<file path="src/sv/ptr_pkg.sv">
// ----------------------------------------------------------------------------
// ptr_pkg
// shared types and constants for the page translation and replacement block
// ----------------------------------------------------------------------------
package ptr_pkg;

  localparam int unsigned NumFramesDefault = 64;
  localparam int unsigned AddrBitsDefault  = 32;
  localparam int unsigned CountBitsDefault = 32;
  localparam int unsigned PaBits           = 26;
  localparam int unsigned CntBits          = 32;
  localparam int unsigned CfgIdxBits       = 2;
  localparam int unsigned CfgDataBits      = 7;

  localparam logic [CfgIdxBits-1:0] CfgOffsetBits  = 2'd0;
  localparam logic [CfgIdxBits-1:0] CfgFramesInUse = 2'd1;
  localparam logic [CfgIdxBits-1:0] CfgPolicy      = 2'd2;

  localparam logic [1:0] PolFifo  = 2'd0;
  localparam logic [1:0] PolClock = 2'd1;
  localparam logic [1:0] PolLfu   = 2'd2;

  typedef struct packed {
    logic [31:0] logical_address;
    logic        write_access;
  } in_item_t;

  typedef struct packed {
    logic [PaBits-1:0]  physical_address;
    logic               page_fault;
    logic               swapped_out;
    logic [CntBits-1:0] fault_total;
    logic [CntBits-1:0] swap_in_total;
    logic [CntBits-1:0] swap_out_total;
    logic [CntBits-1:0] reference_total;
  } out_item_t;

  // controller to datapath
  typedef struct packed {
    logic load;      // capture input item, reset scan index to 0
    logic scan_next; // advance scan index
    logic scan_hand; // load scan index from hand (0 if past the last frame), frame 0 for lfu
    logic clr_ref;   // clear clock bit at scan index, advance with wrap
    logic mark_hit;  // track the hit frame (search)
    logic mark_free; // track the free frame
    logic mark_lfu;  // compare use count for lfu minimum
    logic vict_scan; // victim is the scan index
    logic vict_lfu;  // victim is lfu best
    logic commit;    // update frame state and counters, write result
  } ptr_cmd_t;

  // datapath to controller
  typedef struct packed {
    logic last;      // scan index is last frame
    logic hit;       // entry at scan index valid and holds page
    logic free;      // entry at scan index invalid
    logic refbit;    // clock bit at scan index
    logic [1:0] pol;
  } ptr_sts_t;

endpackage

</file>
<file path="src/sv/ptr_ctrl.sv">
// ----------------------------------------------------------------------------
// ptr_ctrl
// sequencer for search, free scan, victim choice and commit
// ----------------------------------------------------------------------------
module ptr_ctrl import ptr_pkg::*; (
  input  logic     clk,
  input  logic     rst,
  input  logic     in_valid,
  output logic     in_stall,
  output logic     out_valid,
  input  logic     out_stall,
  input  ptr_sts_t sts,
  output ptr_cmd_t cmd
);
  typedef enum logic [2:0] {
    S_IDLE, S_SEARCH, S_FREE, S_VICT, S_LFU, S_CLOCK, S_COMMIT
  } state_t;
  state_t state;
  logic   dly; // wait state for the ram read after an index change
  logic   found;

  assign in_stall = (state != S_IDLE) || (out_valid && out_stall);

  always_comb begin
    cmd = '0;
    unique case (state)
      S_IDLE:   cmd.load = in_valid && !in_stall;
      S_SEARCH: if (!dly) begin
        cmd.mark_hit  = 1'b1;
        cmd.mark_free = 1'b1;
        cmd.scan_next = !sts.hit && !sts.last;
      end
      S_FREE:   ;
      S_VICT:   cmd.scan_hand = 1'b1;
      S_LFU: begin
        cmd.mark_lfu  = 1'b1;
        cmd.scan_next = !sts.last;
        cmd.vict_lfu  = sts.last;
      end
      S_CLOCK: if (!dly) begin
        cmd.clr_ref   = (sts.pol == PolClock) && sts.refbit;
        cmd.vict_scan = !((sts.pol == PolClock) && sts.refbit);
      end
      S_COMMIT: cmd.commit = 1'b1;
      default: ;
    endcase
  end

  always_ff @(posedge clk) begin
    if (rst) begin
      state     <= S_IDLE;
      out_valid <= 1'b0;
      dly       <= 1'b0;
      found     <= 1'b0;
    end else begin
      if (out_valid && !out_stall) out_valid <= 1'b0;
      dly <= 1'b0;
      unique case (state)
        S_IDLE: if (cmd.load) begin
          state <= S_SEARCH;
          dly   <= 1'b1;
          found <= 1'b0;
        end
        S_SEARCH: if (!dly) begin
          if (sts.free) found <= 1'b1;
          if (sts.hit) state <= S_COMMIT;
          else if (sts.last) state <= S_FREE;
          else dly <= 1'b1;
        end
        S_FREE: state <= found ? S_COMMIT : S_VICT;
        S_VICT: begin
          state <= (sts.pol == PolLfu) ? S_LFU : S_CLOCK;
          dly   <= (sts.pol != PolLfu);
        end
        S_LFU: if (sts.last) state <= S_COMMIT;
        S_CLOCK: if (!dly) begin
          if (cmd.vict_scan) state <= S_COMMIT;
          else dly <= 1'b1;
        end
        S_COMMIT: begin
          state     <= S_IDLE;
          out_valid <= 1'b1;
        end
        default: state <= S_IDLE;
      endcase
    end
  end
endmodule

</file>
<file path="config.mk">
export PLATFORM = sky130hd
export DESIGN_NAME = ptr_ctrl
export DESIGN_NICKNAME = d
export VERILOG_FILES = /design/src/sv/ptr_pkg.sv /design/src/sv/ptr_ctrl.sv
export SDC_FILE = /design/constraint.sdc
export NUM_CORES = 1
export LEC_CHECK = 0
export BUFFER_PORTS_ARGS = -buffer_cell sky130_fd_sc_hd__buf_2
export CAP_MARGIN = 20
export CORE_AREA = 2 2 39 41
export CTS_CLUSTER_SIZE = 20
export DETAILED_ROUTE_END_ITERATION = 8
export DIE_AREA = 0 0 41 43
export GPL_TIMING_DRIVEN = 0
export SYNTH_ARGS = -nofsm -noshare
export SYNTH_HDL_FRONTEND = slang
export SYNTH_SLANG_ARGS = --single-unit
</file>
<file path="constraint.sdc">
create_clock -name clk -period 3.5 [get_ports clk]
set_input_delay 0 -clock clk [delete_from_list [all_inputs] [get_ports clk]]
set_output_delay 0 -clock clk [all_outputs]
set_load 0.03 [all_outputs]
</file>
==> summary.md, run 1 <==
The run gives 0.823 as the global placer's final weighted congestion. The run gives 76 as the number of nets produced by synthesis. Clock slew at the register clock pins of the worst setup and hold paths: 0.04 ns. The tools report the number of max-slew violations in the final report as 0.

The repair_antennas step left the layout with diodes totalling 0. The detailed router finished its first iteration with 16 violations. The count of input and output buffers came out at 21. For the pin with the worst max-slew slack, the measured transition is 0.428 ns.

Area taken by multi-input logic gates: 295 sq um. Gate family responsible for the most delay along the worst path: simple AND/OR/NAND/NOR gates. The kind of start point of the critical path was a flop. The height of the chip was 43 um; the per-cell routed wire length was 11.0 um. The critical path's largest stage delay came out at 0.37 ns. Max-cap violations in this run came to 0. The pin count of the biggest net entering global routing was 11. The mean area per synthesized cell works out to 7.03 sq um. At the end of the flow the core is filled with cells to 44.2%. The number of buffers created by CTS came out at 3. The number of setup buffers added after CTS came out at 0. In this design, the critical path's most frequently occurring cell is sky130_fd_sc_hd__buf_2. For the number of global-route vias before repair, the log shows 444. The clock passes through at most 2 buffers. Layout-stage area growth over the synthesis result: 31.8%. The tools report the achievable frequency as 626 MHz.

Traced cell by cell, the critical path runs through buf_2, nor3_1, a21oi_1, nor2_1, buf_2. The run gives 546 as the via count of the routed design. Global routing used 21.0% of the available met1 tracks. The worst slew slack as a fraction of its limit is 71.4%, and the largest fanout on the critical path is 10. The initial utilization of the core area, before any placement, comes to 33.5%. The flow ran to the end, and the final reports show no timing, DRC or antenna violations.

The worst hold path begins at rst. After global routing the overflow that remains totals 0. The global routing met2 resource utilization is 21.6%, and the sequential fraction of the synthesis area is 25.9%. Pin placement for this block handled 22 I/O pins. In this run the worst hold path is classified as in -> reg. Summing every instance area after synthesis gives 464 sq um. The fraction of the cycle the final worst path needs works out to 45.6%. The core region is 1380 sq um. Across the routed clock network, the largest skew measured is 0.00188 ns. For the final routed database, the setup TNS stands at 0 ns. The initial antenna violation count was 0. The arrival time at the worst endpoint was 1.60 ns; the per-cell via count in the routed design was 5.15.

The slowest stage of the critical path belongs to the cell sky130_fd_sc_hd__dfxtp_1. Overall power consumption after layout is estimated at 0.000536 W. Timing analysis after detailed placement gives a worst setup slack of 2.02 ns.

The run gives 6 as the TritonCTS sink count. TritonCTS built the clock tree. The pre-antenna-repair detailed-routing pass consisted of 4 iterations. The critical path is of the reg -> out type. The routed wire length was 1160 um.

The number of endpoints with negative hold slack in the final report is 0, and the width of the die is 41 um. The die covers 1760 sq um. The synthesized design contains 6 register bits. Final count of negative-setup-slack endpoints: 0. The critical path contains buffers and inverters numbering 2 combined. The global routing's busiest layer was met2. The number of gates resized after CTS was 0. The cell area power density was 876 nW/um^2. The logs give 15.6% for the total global-route track usage and 0 for the number of warnings issued by yosys. The first global-routing pass estimated 1860 um of wire. Setup repair after global routing left no endpoint under its margin. The clock period could shrink to 1.60 ns. For the number of placement rows, the log shows 14. Tracing the worst setup path back leads to its startpoint at state[1].

Once detailed placement completed, the half-perimeter wirelength came to 879 um. For the latest clock arrival within the worst-skew pair, the log shows 0.24 ns. The library cell used as clock root buffer was sky130_fd_sc_hd__clkbuf_4.

The worst path setup slack after routing was 1.90 ns; the met3 track utilization from global routing was 3.14%. The number of standard cells after synthesis is 66. After clock tree synthesis, the flow added hold-fix buffers numbering 0.

STA classifies the critical path endpoint as a primary output. IR analysis of the VDD net gives a maximum drop of 0.000398 V. The startpoint identified for the worst register-to-register timing path is state[1]. Registers take 120 sq um. The run gives 0 as the DRC violation count after routing.

The data required time at the worst endpoint was 3.50 ns. The count of nets after finishing is 102. The level count of the clock H-tree is 1. The share of final-layout standard cells stronger than drive strength 1 works out to 33.3%. After synthesis, the netlist uses 27 different library cells. Number of nets with antenna violations after detailed routing: 0. The leakage power was 0.318 nW; the count of fill cells added during filler insertion was 155.
[synthesized netlist by cell type (all sizes together)]
library cell	number	share of area, %
inv	7	5.7
nor2b	2	2.7
or3	1	1.3
a22oi	1	1.6
nor3	7	7.5
nand2b	4	7.0
a211oi	1	2.7
nand2	5	4.0
a32o	1	2.2
and3	1	1.3
dfxtp	6	26
o31a	1	1.9
nand3	1	1.1
o221ai	1	1.9
a21oi	8	8.6
and3b	1	1.9
a31oi	1	1.3
xor2	1	1.9
nor2	4	3.2
a2111oi	1	2.2
buf	4	4.9
o21ai	3	3.2
and2	2	2.7
nor4	1	1.3
o41ai	1	1.9
[logic make-up (layout without fill, tap and decap cells)]
family / count (synthesis) / count (layout) / share of synthesized area (%)
simple gates: 29 / 29 / 34.2
compound gates: 19 / 19 / 27.5
buf+inv: 11 / 35 / 10.5
flops: 6 / 6 / 25.9
xor+xnor: 1 / 1 / 1.89
[state kept, by name, summed over array words and instances, names as in the netlist]
signal,cells
dly,1
out_valid,1
found,1
state,3
[layer usage]
layer  vias up  part of all wire (%)
li1        283                     -
met1       244                    48
met2        17                    43
met3         2                   7.1
met4         0                   1.1
met5         -                     0
[worst reg2reg max path, stage by stage, from the launching register on]
cell	delay (ns)
sky130_fd_sc_hd__dfxtp_1	0.37
sky130_fd_sc_hd__a2111oi_1	0.47
sky130_fd_sc_hd__and2_1	0.25
sky130_fd_sc_hd__a31oi_1	0.07
sky130_fd_sc_hd__a211oi_2	0.21
[layout by cell type (no fill, tap or decap), drive strengths merged, types with 2 or more instances in the layout]
| cell type | n |
|---|---|
| o21ai | 3 |
| nor3 | 7 |
| nor2 | 4 |
| nand2b | 4 |
| inv | 7 |
| nand2 | 5 |
| clkbuf | 3 |
| dfxtp | 6 |
| buf | 25 |
| a21oi | 8 |
| and2 | 2 |
| nor2b | 2 |
[worst paths after layout]
kind	endpoint	slack, ns	cells past startpoint
setup reg to reg	dly	2.04	4
hold / removal	dly	0.03	2
hold reg to reg	out_valid	0.50	2
setup / recovery	cmd[8]	1.90	5
[report_power, final]
group	total, W	internal (W)	leakage, nW	switching, W
clock	0.0000618	0.0000387	0.0138	0.0000231
sequential	0.000118	0.0000912	0.0492	0.0000265
combinational	0.000356	0.000128	0.255	0.000228
total	0.000536	0.000258	0.318	0.000278
[final cells by class]
cell class,instances,share of cell area [%]
tap,16,3.27
buffer,4,3.68
inverter,7,4.29
sequential,6,19.6
clock buffer,3,3.68
multi-input combinational,49,48.3
timing repair buffer,21,17.2
[per-stage QoR]
stage / hold slack (ns) / area, sq um / cells
after floorplan: 0.0646 / 464 / 66
after global placement: 0.270 / 589 / 103
after detailed placement: 0.268 / 589 / 103
after CTS: 0.0111 / 612 / 106
after global routing: 0.0245 / 612 / 106
final: 0.0256 / 612 / 106
Note: power is estimated with default switching activity, not from simulation.
==> run 2: changes to the inputs <==
==> constraint.sdc (replaced) <==
create_clock -name clk -period 1.5 [get_ports clk]
set_input_delay 0 -clock clk [delete_from_list [all_inputs] [get_ports clk]]
set_output_delay 0 -clock clk [all_outputs]
set_load 0.03 [all_outputs]
==> run 2 against run 1 <==
Net effect:
- final cell count did not move
- clock power rose by 130%
- flip-flop and latch count did not move
- total power rose by 150%
- hold slack got worse by 0.0011 ns
- register-to-register slack got worse by 2.0 ns
- final area rose by 4.3%
- setup slack got worse by 1.8 ns
- global-route usage fell by 0.29 points
==> summary.md, run 2 (same netlist as run 1, synthesis figures left out) <==
For the worst slack at placement, the log shows 0.0332 ns (-1.99 ns). The largest fanout on the critical path is 8 (-2). For the routed wire length, the log shows 1210 um (+4.0%). The run finished with clean final reports.

The arrival time at the worst endpoint came out at 1.42 ns (-0.18 ns). Logic depth of the worst register-to-register path: 5 (+1). The fraction of the cycle the final worst path needs is 94.7%. The buffer levels on the longest clock path was 2 (unchanged); the share of total power in the clock network was 11.0% (-0.5 points). The total iterations of the first detailed-routing run is 5 (+1), and the worst hold path stage count is 2 (unchanged). The kind of end point of the critical path is a primary output.

The slowest stage of the critical path is the sky130_fd_sc_hd__a2111oi_2 cell. The fraction of power spent switching nets is 51.7% (-0.17 points). The count of nets after finishing is 102 (unchanged), and the I/O pin count is 22 (unchanged). The run gives 0 (unchanged) as the final count of negative-setup-slack endpoints. The critical path's largest stage delay was 0.38 ns (about the same); the number of placement rows was 14 (unchanged). Relative to the synthesized area, the layout overhead comes to 37.5%. For the proportion of power drawn by combinational gates, the log shows 67.3% (+0.8 points). The per-cell via count in the routed design is 5.11 (-0.73%). The count of fill cells added during filler insertion is 152 (-1.9%), and the number of nets with antenna violations after detailed routing is 0 (unchanged). The logs give 0.321 nW (+1.0%) for the leakage power and 0.000637 W (+150%) for the internal power summed over all cells. Worst setup skew after layout: 0.000509 ns (-0.00137 ns).

The logs give 0.0802 ns (-1.82 ns) for the worst path setup slack after routing and 33.5% (unchanged) for the starting utilization of the core area. The startpoint of the lowest-slack hold path was rst. In the layout the commonest cells are sky130_fd_sc_hd__buf_2, sky130_fd_sc_hd__a21oi_1, sky130_fd_sc_hd__inv_1. The height of the chip came out at 43 um (unchanged). The run gives 0.08 ns (-1.96 ns) as the register-to-register path setup slack. The number of max-cap violations is 0 (unchanged). The run gives 542 (-0.73%) as the via count of the routed design.

Timing would allow up to 704 MHz. The post-route setup TNS was 0 ns (unchanged). The path type of the worst setup path is reg -> out.

The proportion of power drawn by flip-flops and latches was 21.7% (-0.3 points). The first-pass GRT wire length came out at 1830 um (-1.9%). Most flop-heavy register: state.

The number of max-slew violations in the final report is 0 (unchanged), and the data required time at the worst endpoint is 1.50 ns (-2.00 ns). Number of buffers created by CTS: 3 (unchanged). The run gives 0.24 ns (about the same) as the latest clock arrival within the worst-skew pair. The count of input and output buffers came out at 21 (unchanged). The path with the worst hold slack has its endpoint at dly. The share of final-layout standard cells stronger than drive strength 1 is 37.8% (+4.4 points), and the global placer's final weighted congestion is 0.792 (-3.9%).

The number of endpoints with negative hold slack in the final report is 0 (unchanged). The tools report the library cell used as clock root buffer as sky130_fd_sc_hd__clkbuf_4. The logs give 1760 sq um (unchanged) for the die footprint and 0 (unchanged) for the count of hold buffers inserted by post-cts repair. TritonCTS built the clock tree. The number of setup buffers added after CTS was 0 (unchanged).

The signal on the critical path passes through a2111oi_2, and2_2, buf_2. The number of global-route vias before repair was 487 (+9.7%); the reported net switching power was 0.000683 W (+150%). The total global-route track usage is 15.3% (-0.29 points). Origin of the critical flop-to-flop path: state[2]. The library cell used most frequently in the layout, excluding fill and tap cells, is sky130_fd_sc_hd__buf_2.

The transition at the pin with the smallest max-transition slack is 0.318 ns (-0.111 ns), and the pin count of the biggest net entering global routing is 11 (unchanged). The kind of start point of the critical path was a flop. The worst hold path class is in -> reg. The final hold slack is 0.0245 ns (-0.00110 ns). The per-cell routed wire length was 11.4 um (+4.0%). The level count of the clock H-tree is 1 (unchanged). The worst register-to-register path ends at state[0]. The TritonCTS sink count came out at 6 (unchanged). The run gives 0.000723 V (+82%) as the maximum ir drop on the vdd rail. The tools report the overflow left after global routing as 0 (unchanged). The clock slew at the register clock pins of the worst setup and hold paths was 0.04 ns (about the same); the cell area power density was 2070 nW/um^2 (+140%). The core region area is 1380 sq um (unchanged). The width of the die works out to 41 um (unchanged). The number of flip-flops under the largest register name came out at 3 (unchanged). The starting DRC count in detailed routing was 9 (-7); the number of antenna repair diodes was 0 (unchanged). Setup repair after global routing left no endpoint under its margin. The worst slew slack as a fraction of its limit came out at 78.8% (+7.4 points). The DRC violation count after routing was 0 (unchanged); the initial antenna violation count was 0 (unchanged). After layout, the minimum clock period comes to 1.42 ns. The run gives 927 um (+5.5%) as the estimated wirelength of the detail-placed design.
## run 2: power by group through the flow
stage,Sequential (W),Clock [W],Combinational (W)
2_1_floorplan,0.000264,0,0.000676
4_1_cts,0.000280,0.000153,0.000876
6_report,0.000286,0.000145,0.000889
3_5_place_dp,0.000277,0,0.000861
5_1_grt,0.000292,0.000165,0.000968
3_3_place_gp,0.000280,0,0.000863
## run 2: worst max path at each step
stage | start | end | slack [ns] | depth (start not counted)
4_1_cts | state[1] | cmd[9] | 0.02 | 3
6_report | state[1] | cmd[9] | 0.08 | 3
2_1_floorplan | state[1] | cmd[6] | 0.01 | 2
3_3_place_gp | state[2] | state[0] | 0.07 | 5
3_5_place_dp | state[1] | dly | 0.03 | 4
5_1_grt | dly | cmd[8] | 0.003 | 5
## run 2: layout make-up
cell class	count	area [sq um]	area share (%)
multi-input cells	49	313	49.0
plain buffers	4	27.5	4.31
flip-flops and latches	6	121	19.0
well taps	16	20.0	3.14
repair buffers	21	108	16.9
clock buffers	3	22.5	3.53
inverters	7	26.3	4.12
## run 2: metal layers
| layer | up-vias | track usage [%] | share of wire (%) |
|---|---|---|---|
| met5 | - | 0 | 0 |
| met4 | 0 | 10.0 | 0 |
| met3 | 0 | 3.14 | 6.4 |
| met2 | 22 | 24.7 | 49 |
| met1 | 239 | 16.8 | 45 |
| li1 | 281 | - | - |
## run 2: repair_timing
action                                 CTS  global route
pin swaps                                0             1
resized for setup                        1             6
setup endpoints to repair                1             3
endpoints found under the hold margin    0             0
## run 2: through the flow
stage | power (W) | util, % | cell area (sq um) | cells
4_1_cts | 0.00131 | 45.5 | 629 | 106
3_3_place_gp | 0.00114 | 43.5 | 602 | 103
3_5_place_dp | 0.00114 | 43.5 | 602 | 103
5_1_grt | 0.00142 | 46.1 | 638 | 106
2_1_floorplan | 0.000940 | - | 477 | 66
6_report | 0.00132 | 46.1 | 638 | 106
## run 2: critical path: cells and delay by family (launching register included)
kind	cells	cell delay, ns
flops	1	0.36
compound gates	1	0.38
buf+inv	1	0.20
simple gates	1	0.24
==> run 3: changes to the inputs <==
--- a/config.mk
+++ b/config.mk
@@ -7,10 +7,11 @@
 export LEC_CHECK = 0
 export BUFFER_PORTS_ARGS = -buffer_cell sky130_fd_sc_hd__buf_2
 export CAP_MARGIN = 20
-export CORE_AREA = 2 2 39 41
+export CORE_AREA = 4 4 41 43
 export CTS_CLUSTER_SIZE = 20
 export DETAILED_ROUTE_END_ITERATION = 8
-export DIE_AREA = 0 0 41 43
+export DIE_AREA = 0 0 45 47
+export GPL_ROUTABILITY_DRIVEN = 0
 export GPL_TIMING_DRIVEN = 0
 export SYNTH_ARGS = -nofsm -noshare
 export SYNTH_HDL_FRONTEND = slang
==> constraint.sdc (replaced) <==
create_clock -name clk -period 1.4 [get_ports clk]
set_input_delay 0 -clock clk [delete_from_list [all_inputs] [get_ports clk]]
set_output_delay 0 -clock clk [all_outputs]
set_load 0.03 [all_outputs]
==> run 3 against run 2 <==
Net effect:
- global-route usage down 2.1 points
- flip-flop and latch count unchanged
- setup slack lost 0.049 ns
- clock-buffer cell count unchanged
- final cell count is 0.94% higher
- combinational power increased by 21%
- sequential power is 19% higher
- via count grew 0.92%
- first-iteration DRC count is 22% lower
- routed wire length increased by 6.9%
- sequential share of layout area decreased by 0.66 points
- largest cell class unchanged
- largest power group unchanged
==> summary.md, run 3 (same netlist as run 1, synthesis figures left out) <==
The origin of the critical flop-to-flop path is state[1]. The width of the die came out at 45 um (+9.8%). The most common library cell in the layout ignoring fill and taps is sky130_fd_sc_hd__buf_2.

The height of the chip was 47 um (+9.3%); the worst slew slack as a fraction of its limit was 81.0% (+2.3 points). The overflow left after global routing was 0 (unchanged). The data required time at the worst endpoint was 1.57 ns (+0.07 ns).

The tools report the number of antenna repair diodes as 0 (unchanged). The largest fanout on the critical path was 7 (-1); the clock slew at the register clock pins of the worst setup and hold paths was 0.05 ns (about the same). The kind of end point of the critical path was a flop. The estimated wirelength of the detail-placed design is 976 um (+5.2%).

The achievable frequency was 730 MHz; the met3 track utilization from global routing was 1.53% (-1.6 points). The logs give 0 (unchanged) for the DRC violation count after routing and 702 sq um (+10%) for the post-route standard cell area excluding fillers. The register with the most flip-flops in the final layout is state.

The tools report the pin count of the biggest net entering global routing as 11 (unchanged). For the count of fill cells added during filler insertion, the log shows 149 (-2.0%). The arrival time at the worst endpoint is 1.54 ns (+0.12 ns). STA classifies the critical path startpoint as a flop.

The initial antenna violation count is 0 (unchanged). The per-cell routed wire length is 12.1 um (+5.9%). The tools report the number of global-route vias before repair as 471 (-3.3%). Global routing's busiest layer: met2. On the critical path, the stage with the largest delay is an instance of sky130_fd_sc_hd__dfxtp_4. The number of nets with antenna violations after detailed routing is 0 (unchanged), and the critical path's largest stage delay is 0.37 ns (about the same). The logs give 0.0309 ns (-0.0492 ns) for the worst path setup slack after routing and 3 (unchanged) for the number of buffers created by CTS. For the leakage power, the log shows 0.341 nW (+6.4%).

The shortest clock period the worst path allows after layout is 1.37 ns. For the register-to-register path setup slack, the log shows 0.03 ns (-0.05 ns). Setup repair after global routing could not meet its margin everywhere. Traced cell by cell, the critical path runs through nand2b_4, o31a_1, or3_1, a211oi_2. The tools report the total iterations of the first detailed-routing run as 3 (-2). The starting utilization of the core area is 35.7% (+2.1 points), and the share of final-layout standard cells stronger than drive strength 1 is 44.6% (+6.8 points). Relative to the synthesized area, the layout overhead comes to 51.2%.

The library cell used as clock root buffer is sky130_fd_sc_hd__clkbuf_4. TritonCTS built the clock tree. For the number of placement rows, the log shows 13 (-1). The core region area is 1300 sq um (-6.0%), and the count of hold buffers inserted by post-cts repair is 0 (unchanged). The number of max-cap violations came out at 0 (unchanged). After layout, the worst path uses 97.8% of the clock period. The total power after layout is 0.00158 W (+20%).

The level count of the clock H-tree is 1 (unchanged), and the transition at the pin with the smallest max-transition slack is 0.281 ns (-0.0370 ns). The starting DRC count in detailed routing was 7 (-2); the total cell area at the placement stage was 608 sq um (+1.0%). For the first-pass GRT wire length, the log shows 2040 um (+12%). The worst register-to-register path ends at dly.

The via count of the routed design is 547 (+0.92%). The logs give 104 (+2.0%) for the count of nets after finishing and -0.0447 ns (-0.0779 ns) for the worst slack at placement. The tools report the startpoint of the lowest-slack hold path as rst. The I/O pin count is 22 (unchanged), and the worst setup skew after layout is 0.00385 ns (+0.00334 ns). The run gives 53.9% (+7.8 points) as the final core utilization. The global routing met2 resource utilization is 22.0% (-2.7 points). The run gives 0.0175 ns (-0.00695 ns) as the final hold slack. The tools report the buffer levels on the longest clock path as 2 (unchanged).

The path type of the worst setup path is reg -> reg. Number of endpoints with negative hold slack in the final report: 0 (unchanged). The flow ran to the end, and the final reports show no timing, DRC or antenna violations. The latest clock arrival within the worst-skew pair is 0.24 ns (about the same). The logs give 13.2% (-2.1 points) for the total global-route track usage and 1300 um (+6.9%) for the routed wire length. The met1 global-route usage was 16.7% (-0.12 points); the TritonCTS sink count was 6 (unchanged). The worst hold path stage count was 2 (unchanged). Die footprint: 2120 sq um (+20%). The per-cell via count in the routed design was 5.11 (about the same). The final count of negative-setup-slack endpoints was 0 (unchanged). Leaving out fill and tap cells, the most frequent cells in the layout are sky130_fd_sc_hd__buf_2, sky130_fd_sc_hd__buf_4, sky130_fd_sc_hd__inv_1, sky130_fd_sc_hd__a21oi_1, sky130_fd_sc_hd__nor3_1.

The path class of the tightest hold or removal check is in -> reg. The count of input and output buffers was 21 (unchanged). The logic depth of the worst register-to-register path was 4 (-1). Number of max-slew violations in the final report: 0 (unchanged). For hold timing, the worst endpoint is dly. The cell area power density works out to 2250 nW/um^2 (+8.9%).

The maximum ir drop on the vdd rail is 0.000979 V (+35%), and the number of flip-flops under the largest register name is 3 (unchanged).
## run 3: changes by cell type in the layout (fill, tap and decap cells not counted), sizes merged
cell / before / now
buf: 24 / 26
## run 3: final cells by class
cell class                 instances  area, sq um  area share, %
buffer                             4         33.8           4.81
clock buffer                       3         22.5           3.21
inverter                           7         26.3           3.74
multi-input combinational         49          344           49.0
sequential                         6          129           18.4
tap                               15         18.8           2.67
timing repair buffer              23          128           18.2
## run 3: worst max-delay path by stage
stage	from	to	cells after the start
4_1_cts	state[0]	cmd[8]	5
3_3_place_gp	state[2]	state[0]	5
6_report	state[1]	dly	4
2_1_floorplan	state[1]	cmd[8]	4
5_1_grt	state[2]	cmd[8]	5
3_5_place_dp	state[2]	state[0]	5
## run 3: where the power goes
group	internal, W	switching [W]	leakage [nW]	total, W
Clock	0.0000969	0.0000615	0.0138	0.000158
Sequential	0.000245	0.0000961	0.0508	0.000341
Combinational	0.000459	0.000622	0.277	0.00108
## run 3: critical path, delay by kind of cell, from the launching register on
family,cells,cell delay (ns)
AND/OR/NAND/NOR,2,0.50
flip-flops,1,0.37
AO/OA/AOI/OAI,2,0.44
## run 3: metal layers
layer / up-vias / routed length (um) / share of wire (%)
li1: 288 / - / -
met1: 247 / 601 / 46
met2: 12 / 627 / 48
met3: 0 / 65 / 5.0
met4: 0 / 0 / 0
met5: - / 0 / 0
## run 3: stage by stage
step | instances | TNS, ns
global route | 107 | -0.0120
global placement | 102 | -0.0681
detailed placement | 102 | -0.0697
floorplan | 66 | -0.109
CTS | 105 | -0.0283
finish | 107 | 0
## run 3: timing repair
action                                  in CTS  in global routing
endpoints found under the setup margin       4                  9
setup buffers                                0                  2
gates cloned                                 0                  0
gates resized for setup                      7                 12
pin swaps                                    0                  2
